<file path="src/rtl/core/mste_pkg.sv">
// Shared types and constants for the magnetic stripe F2F track encoder.
// No dependencies; imported by every module of the block.
`default_nettype none

package mste_pkg;

  localparam int unsigned MAX_PAD_BITS = 25;
  localparam int unsigned ADDR_W       = 4;
  localparam int unsigned QUEUE_DEPTH  = 2;

  // Register map, index = paddr[3:2]
  localparam logic [1:0] REG_DATA_BITS   = 2'd0;
  localparam logic [1:0] REG_CHAR_OFFSET = 2'd1;
  localparam logic [1:0] REG_PAD_BITS    = 2'd2;

  localparam logic [2:0] DATA_BITS_RST   = 3'd6;
  localparam logic [6:0] CHAR_OFFSET_RST = 7'd32;
  localparam logic [4:0] PAD_BITS_RST    = 5'd25;

  typedef struct packed {
    logic [2:0] data_bits;
    logic [6:0] char_offset;
    logic [4:0] pad_bits;
  } cfg_t;

  // One classified character, ready for the serialiser
  typedef struct packed {
    logic [5:0] value;   // data bits of the character
    logic [5:0] lrc;     // LRC character, valid when fin is set
    logic [2:0] nbits;   // clamped data bit count, 4..6
    logic [4:0] pad;     // clamped padding length
    logic       lead;    // first character of a track: leading padding
    logic       fin;     // last character: LRC and trailing padding
  } cmd_t;

  typedef enum logic [2:0] {
    ST_IDLE,
    ST_LEAD,
    ST_DATA,
    ST_PAR,
    ST_LDATA,
    ST_LPAR,
    ST_TRAIL
  } cell_state_t;

  function automatic logic sel_bit(input logic [5:0] v, input logic [2:0] idx);
    logic b;
    case (idx)
      3'd0:    b = v[0];
      3'd1:    b = v[1];
      3'd2:    b = v[2];
      3'd3:    b = v[3];
      3'd4:    b = v[4];
      3'd5:    b = v[5];
      default: b = 1'b0;
    endcase
    return b;
  endfunction

endpackage

`default_nettype wire

</file>
<file path="src/rtl/core/mste_front.sv">
// Front end: accepts characters, applies offset and clamps, tracks LRC.
// Depends on mste_pkg; feeds mste_cmdq.
`default_nettype none

module mste_front
  import mste_pkg::*;
(
  input  wire logic       clk,
  input  wire logic       rst_n,
  input  wire cfg_t       cfg_i,
  input  wire logic       accept_i,
  input  wire logic [6:0] char_code_i,
  input  wire logic       final_char_i,
  output cmd_t            cmd_o
);

  logic [5:0] lrc_r, lrc_nxt;
  logic       started_r, started_nxt;
  logic [2:0] nbits;
  logic [4:0] pad;
  logic [5:0] mask;
  logic [6:0] diff;
  logic [5:0] value;

  always_comb begin
    if (cfg_i.data_bits < 3'd4) begin
      nbits = 3'd4;
    end else if (cfg_i.data_bits > 3'd6) begin
      nbits = 3'd6;
    end else begin
      nbits = cfg_i.data_bits;
    end
    pad = (cfg_i.pad_bits > 5'(MAX_PAD_BITS)) ? 5'(MAX_PAD_BITS) : cfg_i.pad_bits;
    case (nbits)
      3'd4:    mask = 6'h0f;
      3'd5:    mask = 6'h1f;
      default: mask = 6'h3f;
    endcase
    diff  = char_code_i - cfg_i.char_offset;
    value = diff[5:0] & mask;
    // a new track starts the LRC from zero
    lrc_nxt     = (started_r ? lrc_r : 6'd0) ^ value;
    started_nxt = ~final_char_i;

    cmd_o.value = value;
    cmd_o.lrc   = lrc_nxt & mask;
    cmd_o.nbits = nbits;
    cmd_o.pad   = pad;
    cmd_o.lead  = ~started_r;
    cmd_o.fin   = final_char_i;
  end

  always_ff @(posedge clk) begin
    if (!rst_n) begin
      lrc_r     <= 6'd0;
      started_r <= 1'b0;
    end else if (accept_i) begin
      lrc_r     <= lrc_nxt;
      started_r <= started_nxt;
    end
  end

endmodule

`default_nettype wire

</file>
<file path="src/rtl/core/mste_cmdq.sv">
// Two-entry command queue between front end and cell serialiser.
// Depends on mste_pkg.
`default_nettype none

module mste_cmdq
  import mste_pkg::*;
(
  input  wire logic clk,
  input  wire logic rst_n,
  input  wire logic push_i,
  input  wire cmd_t cmd_i,
  output logic      full_o,
  input  wire logic pop_i,
  output logic      valid_o,
  output cmd_t      cmd_o
);

  cmd_t       entry_r [QUEUE_DEPTH];
  logic       wr_ptr_r, wr_ptr_nxt;
  logic       rd_ptr_r, rd_ptr_nxt;
  logic [1:0] count_r, count_nxt;
  logic       do_push, do_pop;

  assign full_o  = (count_r == 2'(QUEUE_DEPTH));
  assign valid_o = (count_r != 2'd0);
  assign cmd_o   = entry_r[rd_ptr_r];
  assign do_push = push_i & ~full_o;
  assign do_pop  = pop_i & valid_o;

  always_comb begin
    wr_ptr_nxt = do_push ? ~wr_ptr_r : wr_ptr_r;
    rd_ptr_nxt = do_pop ? ~rd_ptr_r : rd_ptr_r;
    count_nxt  = count_r + {1'b0, do_push} - {1'b0, do_pop};
  end

  always_ff @(posedge clk) begin
    if (!rst_n) begin
      wr_ptr_r <= 1'b0;
      rd_ptr_r <= 1'b0;
      count_r  <= 2'd0;
    end else begin
      wr_ptr_r <= wr_ptr_nxt;
      rd_ptr_r <= rd_ptr_nxt;
      count_r  <= count_nxt;
    end
  end

  always_ff @(posedge clk) begin
    if (do_push) begin
      entry_r[wr_ptr_r] <= cmd_i;
    end
  end

  a_count_max: assert property (@(posedge clk) disable iff (!rst_n)
    count_r <= 2'(QUEUE_DEPTH))
    else $error("command queue over-filled");

  a_no_push_full: assert property (@(posedge clk) disable iff (!rst_n)
    push_i |-> !full_o)
    else $error("push into full command queue");

  a_count_step: assert property (@(posedge clk) disable iff (!rst_n)
    (do_push && !do_pop) |=> count_r == $past(count_r) + 2'd1)
    else $error("command queue count did not advance");

endmodule

`default_nettype wire

</file>
<file path="src/rtl/core/mste_back.sv">
// Back end: turns queued commands into F2F bit cells, one cell per cycle
// while pop_i is high, into a single output register. Depends on mste_pkg.
`default_nettype none

module mste_back
  import mste_pkg::*;
(
  input  wire logic clk,
  input  wire logic rst_n,
  input  wire logic q_valid_i,
  input  wire cmd_t q_cmd_i,
  output logic      q_pop_o,
  input  wire logic pop_i,
  output logic      empty_o,
  output logic      first_half_o,
  output logic      second_half_o,
  output logic      end_of_run_o
);

  cell_state_t state_r, state_nxt;
  logic [4:0]  cnt_r, cnt_nxt;
  cmd_t        cmd_r, cmd_nxt;
  logic        coil_r, coil_nxt;
  logic        par_r, par_nxt;
  logic        out_valid_r, out_valid_nxt;
  logic        out_first_r, out_first_nxt;
  logic        out_second_r, out_second_nxt;
  logic        out_end_r, out_end_nxt;

  logic       adv, emit, load, last, bit_val, first, second;
  logic [4:0] nb_last;

  assign nb_last = 5'(cmd_r.nbits) - 5'd1;

  // Output / datapath logic
  always_comb begin
    adv  = ~out_valid_r | pop_i;
    emit = (state_r != ST_IDLE) & adv;
    case (state_r)
      ST_DATA:  bit_val = sel_bit(cmd_r.value, cnt_r[2:0]);
      ST_LDATA: bit_val = sel_bit(cmd_r.lrc, cnt_r[2:0]);
      ST_PAR:   bit_val = par_r;
      ST_LPAR:  bit_val = par_r;
      default:  bit_val = 1'b0;
    endcase
    case (state_r)
      ST_PAR:   last = ~cmd_r.fin;
      ST_LPAR:  last = (cmd_r.pad == 5'd0);
      ST_TRAIL: last = (cnt_r == 5'd0);
      default:  last = 1'b0;
    endcase
    load    = q_valid_i & ((state_r == ST_IDLE) | (emit & last));
    q_pop_o = load;
    first   = ~coil_r;
    second  = first ^ bit_val;

    coil_nxt = coil_r;
    if (load && q_cmd_i.lead) begin
      coil_nxt = 1'b0;
    end else if (emit) begin
      coil_nxt = second;
    end

    par_nxt = par_r;
    if (load) begin
      par_nxt = 1'b1;
    end else if (emit) begin
      case (state_r)
        ST_DATA:  par_nxt = par_r ^ bit_val;
        ST_LDATA: par_nxt = par_r ^ bit_val;
        ST_PAR:   par_nxt = 1'b1;
        default:  par_nxt = par_r;
      endcase
    end

    out_valid_nxt  = emit | (out_valid_r & ~pop_i);
    out_first_nxt  = emit ? first : out_first_r;
    out_second_nxt = emit ? second : out_second_r;
    out_end_nxt    = emit ? last : out_end_r;
  end

  // Next-state logic
  always_comb begin
    state_nxt = state_r;
    cnt_nxt   = cnt_r;
    cmd_nxt   = cmd_r;
    if (emit) begin
      case (state_r)
        ST_LEAD: begin
          if (cnt_r == 5'd0) begin
            state_nxt = ST_DATA;
          end else begin
            cnt_nxt = cnt_r - 5'd1;
          end
        end
        ST_DATA: begin
          if (cnt_r == nb_last) begin
            state_nxt = ST_PAR;
          end else begin
            cnt_nxt = cnt_r + 5'd1;
          end
        end
        ST_PAR: begin
          cnt_nxt   = 5'd0;
          state_nxt = cmd_r.fin ? ST_LDATA : ST_IDLE;
        end
        ST_LDATA: begin
          if (cnt_r == nb_last) begin
            state_nxt = ST_LPAR;
          end else begin
            cnt_nxt = cnt_r + 5'd1;
          end
        end
        ST_LPAR: begin
          cnt_nxt   = cmd_r.pad - 5'd1;
          state_nxt = (cmd_r.pad != 5'd0) ? ST_TRAIL : ST_IDLE;
        end
        ST_TRAIL: begin
          if (cnt_r == 5'd0) begin
            state_nxt = ST_IDLE;
          end else begin
            cnt_nxt = cnt_r - 5'd1;
          end
        end
        default: state_nxt = ST_IDLE;
      endcase
    end
    if (load) begin
      cmd_nxt = q_cmd_i;
      if (q_cmd_i.lead && (q_cmd_i.pad != 5'd0)) begin
        state_nxt = ST_LEAD;
        cnt_nxt   = q_cmd_i.pad - 5'd1;
      end else begin
        state_nxt = ST_DATA;
        cnt_nxt   = 5'd0;
      end
    end
  end

  always_ff @(posedge clk) begin
    if (!rst_n) begin
      state_r     <= ST_IDLE;
      cnt_r       <= 5'd0;
      coil_r      <= 1'b0;
      par_r       <= 1'b1;
      out_valid_r <= 1'b0;
    end else begin
      state_r     <= state_nxt;
      cnt_r       <= cnt_nxt;
      coil_r      <= coil_nxt;
      par_r       <= par_nxt;
      out_valid_r <= out_valid_nxt;
    end
  end

  always_ff @(posedge clk) begin
    cmd_r        <= cmd_nxt;
    out_first_r  <= out_first_nxt;
    out_second_r <= out_second_nxt;
    out_end_r    <= out_end_nxt;
  end

  assign empty_o       = ~out_valid_r;
  assign first_half_o  = out_first_r;
  assign second_half_o = out_second_r;
  assign end_of_run_o  = out_end_r;

  a_data_index: assert property (@(posedge clk) disable iff (!rst_n)
    (state_r == ST_DATA || state_r == ST_LDATA) |-> cnt_r <= nb_last)
    else $error("data bit index beyond character width");

  a_idle_pickup: assert property (@(posedge clk) disable iff (!rst_n)
    (state_r == ST_IDLE && q_valid_i) |=> state_r != ST_IDLE)
    else $error("queued command not picked up");

  a_lead_coil: assert property (@(posedge clk) disable iff (!rst_n)
    (load && q_cmd_i.lead) |=> coil_r == 1'b0)
    else $error("coil level not cleared at track start");

endmodule

`default_nettype wire

</file>
<file path="src/rtl/core/magstripe_track_f2f_encoder_unit.sv">
// Magnetic stripe track F2F encoder, top level: APB registers and the
// front end / command queue / cell serialiser chain. Depends on mste_pkg.
//
// Usage: push one track character (char_code, final_char) per transaction
// while full is low. Each character yields its F2F bit cells on the result
// side, one transaction per cell while empty is low; end_of_run marks the
// last cell of a character. The first character of a track is preceded by
// pad_bits zero cells; the final one is followed by the LRC character and
// pad_bits zero cells; pad_bits is clamped to 25.
// The first cell of a character passes through the command queue and the
// serialiser state into the output register. Throughput: one cell per
// cycle while pop is high; a character has data_bits+1 cells (5 to 7),
// more with padding and LRC; the two-entry queue lets the input run ahead.
// Reset (rst_n low, synchronous) restores the register defaults, clears the
// queue, the output register and the track state.
// A stalled receiver (pop low) holds the current cell; the serialiser and
// then the queue fill, after which full is raised.
// Registers at byte addresses 0, 4, 8: data_bits, char_offset, pad_bits;
// write only while the block is idle.
`default_nettype none

module magstripe_track_f2f_encoder_unit
  import mste_pkg::*;
(
  input  wire logic              clk,
  input  wire logic              rst_n,
  input  wire logic              psel,
  input  wire logic              penable,
  input  wire logic              pwrite,
  input  wire logic [ADDR_W-1:0] paddr,
  input  wire logic [31:0]       pwdata,
  output logic      [31:0]       prdata,
  output logic                   pready,
  input  wire logic              push,
  output logic                   full,
  input  wire logic [6:0]        in_char_code,
  input  wire logic              in_final_char,
  output logic                   empty,
  input  wire logic              pop,
  output logic                   out_first_half_level,
  output logic                   out_second_half_level,
  output logic                   out_end_of_run
);

  cfg_t       cfg_r, cfg_nxt;
  logic       wr_en;
  logic [1:0] reg_idx;
  logic       accept;
  cmd_t       front_cmd, q_cmd;
  logic       q_full, q_valid, q_pop;

  assign pready  = 1'b1;
  assign reg_idx = paddr[3:2];
  assign wr_en   = psel & penable & pwrite;

  always_comb begin
    cfg_nxt = cfg_r;
    if (wr_en) begin
      case (reg_idx)
        REG_DATA_BITS:   cfg_nxt.data_bits   = pwdata[2:0];
        REG_CHAR_OFFSET: cfg_nxt.char_offset = pwdata[6:0];
        REG_PAD_BITS:    cfg_nxt.pad_bits    = pwdata[4:0];
        default:         cfg_nxt = cfg_r;
      endcase
    end
  end

  always_comb begin
    case (reg_idx)
      REG_DATA_BITS:   prdata = {29'd0, cfg_r.data_bits};
      REG_CHAR_OFFSET: prdata = {25'd0, cfg_r.char_offset};
      REG_PAD_BITS:    prdata = {27'd0, cfg_r.pad_bits};
      default:         prdata = 32'd0;
    endcase
  end

  always_ff @(posedge clk) begin
    if (!rst_n) begin
      cfg_r.data_bits   <= DATA_BITS_RST;
      cfg_r.char_offset <= CHAR_OFFSET_RST;
      cfg_r.pad_bits    <= PAD_BITS_RST;
    end else begin
      cfg_r <= cfg_nxt;
    end
  end

  assign full   = q_full;
  assign accept = push & ~q_full;

  mste_front u_front (
    .clk          (clk),
    .rst_n        (rst_n),
    .cfg_i        (cfg_r),
    .accept_i     (accept),
    .char_code_i  (in_char_code),
    .final_char_i (in_final_char),
    .cmd_o        (front_cmd)
  );

  mste_cmdq u_cmdq (
    .clk     (clk),
    .rst_n   (rst_n),
    .push_i  (accept),
    .cmd_i   (front_cmd),
    .full_o  (q_full),
    .pop_i   (q_pop),
    .valid_o (q_valid),
    .cmd_o   (q_cmd)
  );

  mste_back u_back (
    .clk           (clk),
    .rst_n         (rst_n),
    .q_valid_i     (q_valid),
    .q_cmd_i       (q_cmd),
    .q_pop_o       (q_pop),
    .pop_i         (pop),
    .empty_o       (empty),
    .first_half_o  (out_first_half_level),
    .second_half_o (out_second_half_level),
    .end_of_run_o  (out_end_of_run)
  );

endmodule

`default_nettype wire

</file>
<file path="config.mk">
export PLATFORM = sky130hd
export DESIGN_NAME = magstripe_track_f2f_encoder_unit
export DESIGN_NICKNAME = d
export VERILOG_FILES = /design/src/rtl/core/mste_pkg.sv /design/src/rtl/core/mste_front.sv /design/src/rtl/core/mste_cmdq.sv /design/src/rtl/core/mste_back.sv /design/src/rtl/core/magstripe_track_f2f_encoder_unit.sv
export SDC_FILE = /design/constraint.sdc
export NUM_CORES = 1
export LEC_CHECK = 0
export BUFFER_PORTS_ARGS = -buffer_cell sky130_fd_sc_hd__clkbuf_2
export CAP_MARGIN = 10
export CORE_ASPECT_RATIO = 1.75
export CORE_MARGIN = 2
export CORE_UTILIZATION = 32
export CTS_CLUSTER_DIAMETER = 100
export DETAILED_ROUTE_END_ITERATION = 10
export SYNTH_ARGS = -nofsm -noshare
export SYNTH_HDL_FRONTEND = slang
export SYNTH_SLANG_ARGS = --single-unit
</file>
<file path="constraint.sdc">
create_clock -name clk -period 3.4 [get_ports clk]
set_input_delay 0.17 -clock clk [delete_from_list [all_inputs] [get_ports clk]]
set_output_delay 0.17 -clock clk [all_outputs]
set_load 0.02 [all_outputs]
</file>
After elaboration in Yosys (flattened, before gate mapping):

Memory sizes are Yosys's and may differ from the RTL's. A register that Yosys moved wholly into a read port is not among the register bits.
Cells that the tools add are included.
W data, S select, Z words.

* bits in registers: 61
* bits in writable memories: 44
* input port bits: 51
* output and inout port bits: 38
* word-level logic and storage cells: 139
* memories kept: 1

* $add $sub $neg: 8
* $lt $le $gt $ge: 3
* eq/ne operators: 23
* mux-type cells: 31
* bitwise operators: 27
* reductions and logical operators: 25

Memory list
* u_cmdq.entry_r: words 2, width 22, rd ports 1, clocked after memory_dff 1, wr ports 1, RTL line mste_cmdq.sv:18 `cmd_t entry_r [QUEUE_DEPTH];`

Operator list (number)
* $mux W3: 10
* $mux W5: 6
* $eq A3 B3 Y1 const B: 7
* $pmux W7 S3: 1
* $pmux W5 S4: 1
* $pmux W3 S6: 1
* $reduce_bool A5 Y1: 3
* $sub A5 B1 Y5 const B: 3
* $and A6 B6 Y6: 2
* $eq A3 B2 Y1 const B: 4
* $ne A3 B2 Y1 const B: 4
* $pmux W1 S6: 2
* $pmux W6 S2: 1
* $logic_not A5 Y1: 2
* $not A1 Y1: 10
* $reduce_or A2 Y1: 5
* $and A1 B1 Y1: 9
* $reduce_and A2 Y1: 4
* $eq A3 B1 Y1 const B: 2
* $logic_not A3 Y1: 2
* $mux W6: 1
* $ne A3 B3 Y1 const B: 2
* $pmux W1 S3: 2
* $reduce_bool A2 Y1: 3
* 22 further kinds: 30

Depth between registers and ports, before layout:

Gate-level depths: netlist (run 1).

* word-level depth: 9
* gate-level depth with buffers: 13

Hierarchy:

Synthesis (run 1) repeated with hierarchy kept, for this count alone.

* cell total of the unflattened synthesis: 511
* area total of the unflattened synthesis: 5769.3 um^2

By module, submodules not included
* mste_back: times used 1, cells each 203, area each 2128.3 um^2, sequential area each 940.9 um^2
* mste_cmdq: times used 1, cells each 94, area each 1901.8 um^2, sequential area each 1421.4 um^2
* magstripe_track_f2f_encoder_unit: times used 1, cells each 113, area each 965.9 um^2, sequential area each 300.3 um^2
* mste_front: times used 1, cells each 101, area each 773.2 um^2, sequential area each 140.1 um^2

Worst setup path before layout (run 1):

No wires, ideal clock.

* kind: flip-flop to flip-flop
* start: reg u_back.cmd_r[2] in the netlist's numbering
* end: reg u_cmdq.count_r[1]
* data arrival time: 2.341 ns
* data required time: 3.272 ns
* path slack: 0.931 ns
* stages on the path, launching flop included: 14
* path buffers: 0
* period minus slack after synthesis: 2.469 ns
* cells stage by stage: edfxtp_1 inv_1 ha_1 or4b_1 o22ai_1 a221o_1 nand2_2 inv_2 ha_1 inv_1 ha_1 xor2_1 xnor2_1 nor2_1

* cells in the longest elaborated chain, start to end: 7

RTL lines
* start: declaration: RTL line mste_back.sv:22 `cmd_t cmd_r, cmd_nxt;`
* start signal: assignment: RTL line mste_back.sv:157 `cmd_r <= cmd_nxt;`
* $logic_not A5 Y1: RTL line mste_back.sv:48 `ST_LPAR: last = (cmd_r.pad == 5'd0);`
* $pmux W1 S3: RTL line mste_back.sv:46 `case (state_r)`
* $and A1 B1 Y1: RTL line mste_back.sv:52 `load = q_valid_i & ((state_r == ST_IDLE) | (emit & last));`
* $or A1 B1 Y1: RTL line mste_back.sv:52
* $and A1 B1 Y1: RTL line mste_back.sv:52
* $and A1 B1 Y1: RTL line mste_cmdq.sv:28 `assign do_pop = pop_i & valid_o;`
* net u_cmdq.do_pop: RTL line mste_cmdq.sv:22 `logic do_push, do_pop;`
* $sub A2 B1 Y2: RTL line mste_cmdq.sv:33 `count_nxt = count_r + {1'b0, do_push} - {1'b0, do_pop};`
* end signal: assignment: RTL line mste_cmdq.sv:44 `count_r <= count_nxt;`
* end: declaration: RTL line mste_cmdq.sv:21 `logic [1:0] count_r, count_nxt;`

The timed path passes the listed nets, and every way through them passes these cells.
A chain may end at the register's enable or synchronous reset.

Worst setup path after layout (run 1):

* start: reg u_back.state_r[2]
* end: reg u_back.cnt_r[4]

* cells in the longest elaborated chain, start to end: 7

RTL lines
* start: declaration: RTL line mste_back.sv:20 `cell_state_t state_r, state_nxt;`
* start signal: assignment: RTL line mste_back.sv:148 `state_r <= state_nxt;`
* $eq A3 B3 Y1, or another cell as far along: RTL line mste_back.sv:46, mste_back.sv:88
* $pmux W1 S3 or $and A1 B1 Y1 (tied branches): RTL line mste_back.sv:46, mste_back.sv:38
* $and A1 B1 Y1: RTL line mste_back.sv:52
* $or A1 B1 Y1: RTL line mste_back.sv:52
* $and A1 B1 Y1: RTL line mste_back.sv:52
* $ne A3 B3 Y1 (no line), or another cell as far along
* $reduce_and A4 Y1 (no line)
* end signal: assignment: RTL line mste_back.sv:149 `cnt_r <= cnt_nxt;`
* end: declaration: RTL line mste_back.sv:21 `logic [4:0] cnt_r, cnt_nxt;`

Several ways; a longest one is shown, not always the timed one. The select of a mux whose other input is x is not followed.

==> results.ini, run 1 <==
[cts]
cts-resized-gates = 0
postCtsSetupRepairBufs = 0
cts_tree = yes
clock_sinks = 106
clk_pin_slew_worst_paths_ns = 0.07
cts_buffers = 9
clock_tree.root_cell = clkbuf_16
ctsHoldBuffers = 0
clkLatencyLatePin_ns = 0.35
cts_buffer_depth = 2
htree_levels = 3

[detailed_routing]
ant_nets = 0
first_iter_violations = 109
wl_per_cell_um = 13.7
wirelength_um = 10500
first_pass_iters = 4
via_count = 3569
vias_per_cell = 4.66
drcViolationCount = 0

[flow_run]
drv_cap = 0

[timing]
period_share = 0.844
period_needed_ns = 2.87
worst_pin_slew_ns = 0.999
finalSetupTns_ns = 0
skew_ns = 0.00979
rsz0062_at_grt = false
maxSlewHeadroom = 0.334
slew_viol_final = 0
fmax_mhz = 348
setup_violations = 0
hold_viol = 0

[place]
hpwl_um = 8270
portBuffers = 34
routabilityCongestion = 0.836

[grt]
antenna_found_initial = 0
grt_start_max_net_pins = 25
grt_pass1_vias = 3601
grt_usage = 0.121
grt_overflow = 0
grt_pass1_wl_um = 17200

[floorplanning]
start_util = 0.325
core_area_mm2 = 0.0169
ios = 89
dieHeight_um = 177
die_w_um = 103
rows = 63
die_area_mm2 = 0.0182

[logic_synthesis]
ys_seq_area_frac = 0.512
ys_top_cells_by_count = 68 x edfxtp_1, 45 x nor2_1, 38 x dfxtp_1
synth-seq-cells = 106
synth_edf_count = 68
synth_cell_types = 67
async_reset_ff_frac = 0
synth.most_common_cell = edfxtp_1
yosysWarningCount = 0
synth_area_leaders = edfxtp_1 37%, dfxtp_1 14%, mux2i_1 6.0%
avgSynthCellArea_um2 = 10.9
synth.cell_area_mm2 = 0.00548
synth-main-ff-cell = edfxtp_1
post-synth-top-area-cell = edfxtp_1
netlist_instances = 501
synth_top_area_share = 0.373

[worst_hold_path]
hold_path_class = primary input to flop

[pwr]
power_frac_seq = 0.435
p_leak_nw = 2.35
netSwitchingFraction = 0.339
max-vdd-ir-drop_mv = 0.320
totalPowerFinal_mw = 4.29
p_switching_mw = 1.45
p_int_mw = 2.84
clkPwrFrac = 0.247
combPwrFrac = 0.318
powerDensity_mw_per_mm2 = 700

[cells_and_area]
antenna_cells = 0
nFillCells = 1717
fin_nets = 602
area_growth_pct = 11.9
drive_above_1_share = 0.173

[critical_path]
endpoint_kind = flop
crit_path_max_fanout = 14
crit_arrival_ns = 3.10
cp.required_ns = 3.63
critPathLaunchType = flop
path_class = flop to flop

[status]
outcome = completed

per-stage QoR:
stage	instance area, µm²	utilization	setup WS (ns)	hold WS (ns)	cells
detailed placement	5810	0.345	0.593	0.394	750
CTS	6130	0.363	0.567	0.0280	766
floorplan	5570	-	0.931	0.266	527
global placement	5810	0.345	0.622	0.383	750
finish	6130	0.363	0.529	0.0374	766
global route	6130	0.363	0.355	0.0315	766
flip-flops by register name (all words and copies together), names as in the netlist, 2 cells and up, named ones only:
signal / cells
u_cmdq.entry_r: 44
u_back.cmd_r: 21
u_back.cnt_r: 5
u_cmdq.count_r: 2
u_front.lrc_r: 6
cfg_r: 15
u_back.state_r: 3
worst max-delay path: stages (launching register included):
cell      delay [ns]
dfxtp_1         0.65
nand2_1         0.22
nor2_1          0.31
a21o_1          0.21
ha_1            0.29
a21o_1          0.18
a21oi_1         0.19
xnor2_1         0.18
a21oi_1         0.11
nor4bb_1        0.32
o31ai_1         0.10
metal layers:
layer	global-route usage	vias to the layer above	wire, µm	share of wire
met5	0	-	0	0
li1	-	1779	-	-
met4	0.0521	0	281	0.027
met2	0.235	91	5880	0.56
met1	0.122	1681	3920	0.37
met3	0.0194	18	407	0.039
cell usage in the layout, fill, tap and decap left out, types with 3 or more instances in the layout:
master / count
mux2_2: 17
a21o_1: 4
o22ai_1: 7
a211oi_1: 3
nor2_1: 44
o32ai_1: 3
o21ai_0: 14
a21oi_1: 18
mux2i_1: 33
conb_1: 28
and2_1: 8
nand2b_1: 5
a22o_1: 3
nand3b_1: 5
and3_1: 6
clkbuf_2: 34
clkbuf_16: 10
dfxtp_1: 38
ha_1: 15
nor2b_1: 5
xor2_1: 10
o31ai_1: 3
nand3_1: 8
buf_4: 10
nand2_1: 35
xnor2_1: 16
edfxtp_1: 68
nor3_1: 9
inv_1: 31
kinds of logic after synthesis:
family | count (synthesis) | synth area share
XOR/XNOR | 27 | 0.0457
buffers and inverters | 82 | 0.0768
flip-flops | 106 | 0.512
adder cells (fa/ha/maj) | 17 | 0.0416
multiplexers | 51 | 0.0994
AND/OR/NAND/NOR | 142 | 0.128
AO/OA/AOI/OAI | 74 | 0.0951
other | 2 | 0.00137
worst paths after layout:
kind | startpoint | end | slack, ns | depth (start not counted)
setup reg to reg | u_back.state_r[2] | u_back.cnt_r[4] | 0.53 | 10
setup / recovery | u_back.state_r[2] | u_back.cnt_r[4] | 0.53 | 10
hold reg to reg | u_front.lrc_r[0] | u_front.lrc_r[0] | 0.46 | 2
hold / removal | pwdata[5] | cfg_r[10] | 0.04 | 3
cell type report:
class,count,area [µm²],area share
Timing Repair Buffer,44,245,0.0400
Tap cell,227,284,0.0464
Multi-Input combinational cell,339,2350,0.384
Sequential cell,106,2800,0.457
Inverter,34,128,0.0208
Clock inverter,6,65.1,0.0106
Clock buffer,10,250,0.0408
power by group through the flow:
stage / clock, mW / combinational, mW / sequential, mW
5_1_grt: 1.14 / 1.52 / 1.90
4_1_cts: 1.09 / 1.38 / 1.87
2_1_floorplan: 0 / 1.07 / 1.87
3_5_place_dp: 0 / 1.37 / 1.89
3_3_place_gp: 0 / 1.34 / 1.89
6_report: 1.06 / 1.37 / 1.86
No activity file was read; power rests on OpenSTA's default activity.
==> inputs of run 2 (changes only) <==
Clock period 3.4 ns to 2.4 ns, I/O delays scaled along.
==> run 2 against run 1 <==
  * The run now ends with setup timing left
  * Maximum frequency increased by 15%
  * Worst hold slack got worse by 0.015 ns
  * Via count grew 5.2%
  * Largest cell class unchanged
==> results.ini, run 2 (synthesis gave the netlist of run 1 again) <==
[cells_and_area]
final_common_cell = edfxtp_1
area_growth_pct = 20.1
fin_cells = 804
final_cell_mix = 68 x edfxtp_1, 43 x nor2_1, 43 x buf_4
nFillCells = 1652
utilization = 0.390
antenna_cells = 0
drive_above_1_share = 0.260
top_regs = u_cmdq.entry_r: 44 flops, u_back.cmd_r: 21 flops, cfg_r: 15 flops
largest_reg_flops = 44
regMostFlops = u_cmdq.entry_r
fin_nets = 640

[place]
portBuffers = 34
dp.cells = 773
hpwl_um = 8380
routabilityCongestion = 0.858

[cts]
cts_buffer_depth = 2
cts_buffers = 9
clk_pin_slew_worst_paths_ns = 0.07
clock_tree.root_cell = clkbuf_16
htree_levels = 3
clkLatencyLatePin_ns = 0.34
clock_sinks = 106
cts_tree = yes

[floorplanning]
dieHeight_um = 177
ios = 89
die_area_mm2 = 0.0182
core_area_mm2 = 0.0169
die_w_um = 103
start_util = 0.325
rows = 63

[grt]
grt_pass1_wl_um = 17800
grt_overflow = 0
antenna_found_initial = 0
grt_pass1_vias = 3749
grt_start_max_net_pins = 23
grt_usage = 0.125

[timing]
period_share = 1.04
setup_ws_ns = -0.0902
maxSlewHeadroom = 0.659
rsz0062_at_grt = true
fmax_mhz = 402
skew_ns = 0.00791
hold_viol = 0
period_needed_ns = 2.49
slew_viol_final = 0
worst_pin_slew_ns = 0.510
fin_hold_ws_ns = 0.0220
setup_violations = 1

[critical_path]
crit_path_max_fanout = 2
critPathLaunchType = flop
path_class = flop to flop
endpoint_kind = flop
r2r_slack_ns = -0.09
cp.required_ns = 2.62
crit_arrival_ns = 2.71

[detailed_routing]
via_count = 3754
first_pass_iters = 4
vias_per_cell = 4.67
drcViolationCount = 0
wl_per_cell_um = 13.9
first_iter_violations = 121
ant_nets = 0
wirelength_um = 11200

[worst_hold_path]
hold_path_class = primary input to flop

[status]
outcome = finished with violations
failed_checks = setup timing

[pwr]
powerDensity_mw_per_mm2 = 1020
max-vdd-ir-drop_mv = 0.374
totalPowerFinal_mw = 6.72
p_leak_nw = 2.58

[flow_run]
drv_cap = 0

[run 2: worst paths after layout]
path                         start                    to  cells past startpoint
setup / recovery   u_back.cmd_r[3]     u_cmdq.count_r[1]                     13
hold / removal       in_final_char  u_cmdq.entry_r[1][0]                      1
setup reg to reg   u_back.cmd_r[3]     u_cmdq.count_r[1]                     13
hold reg to reg   u_front.lrc_r[0]      u_front.lrc_r[0]                      2
[run 2: where the power goes]
| part | total, mW | leakage, nW | internal [mW] | switching, mW |
|---|---|---|---|---|
| registers | 2.66 | 0.920 | 2.45 | 0.212 |
| clock network | 1.50 | 0.153 | 0.851 | 0.647 |
| logic | 2.55 | 1.50 | 1.19 | 1.36 |
| total | 6.72 | 2.58 | 4.50 | 2.22 |
[run 2: through the flow]
stage | worst slack (ns) | TNS, ns | area (µm²)
after global placement | -0.0295 | -0.0295 | 6010
final | -0.0902 | -0.0902 | 6580
after CTS | -0.0685 | -0.0685 | 6440
after floorplan | 0.000349 | 0 | 5580
after global routing | -0.197 | -0.212 | 6580
after detailed placement | -0.0968 | -0.122 | 6010
[run 2: area by class of cell]
type,instances,area [µm²],share of cell area
flip-flops and latches,106,2810,0.427
well taps,227,284,0.0432
clock buffers,10,239,0.0363
multi-input cells,339,2470,0.375
repair buffers,82,571,0.0868
inverters,34,135,0.0205
clock inverters,6,71.3,0.0108
[run 2: critical path, cell delays in order (launching register included)]
cell	delay, ns
edfxtp_1	0.41
inv_2	0.10
ha_4	0.12
or4b_4	0.50
o22ai_4	0.17
a221o_1	0.20
nand2_2	0.07
inv_2	0.08
ha_4	0.20
inv_4	0.05
ha_4	0.13
xor2_2	0.15
xnor2_1	0.13
nor2_1	0.06
[run 2: per-layer routing]
layer,GRT usage,share of wire
met1,0.125,0.37
met2,0.240,0.57
met3,0.0201,0.034
met4,0.0592,0.024
met5,0,0
[run 2: timing repair]
item / CTS / global route
endpoints found under the setup margin: 2 / 33
pin swaps: 8 / 12
setup buffers: 9 / 5
hold buffers: 1 / 0
hold endpoints to repair: 1 / 0
cloned: 0 / 2
gates resized for setup: 13 / 16
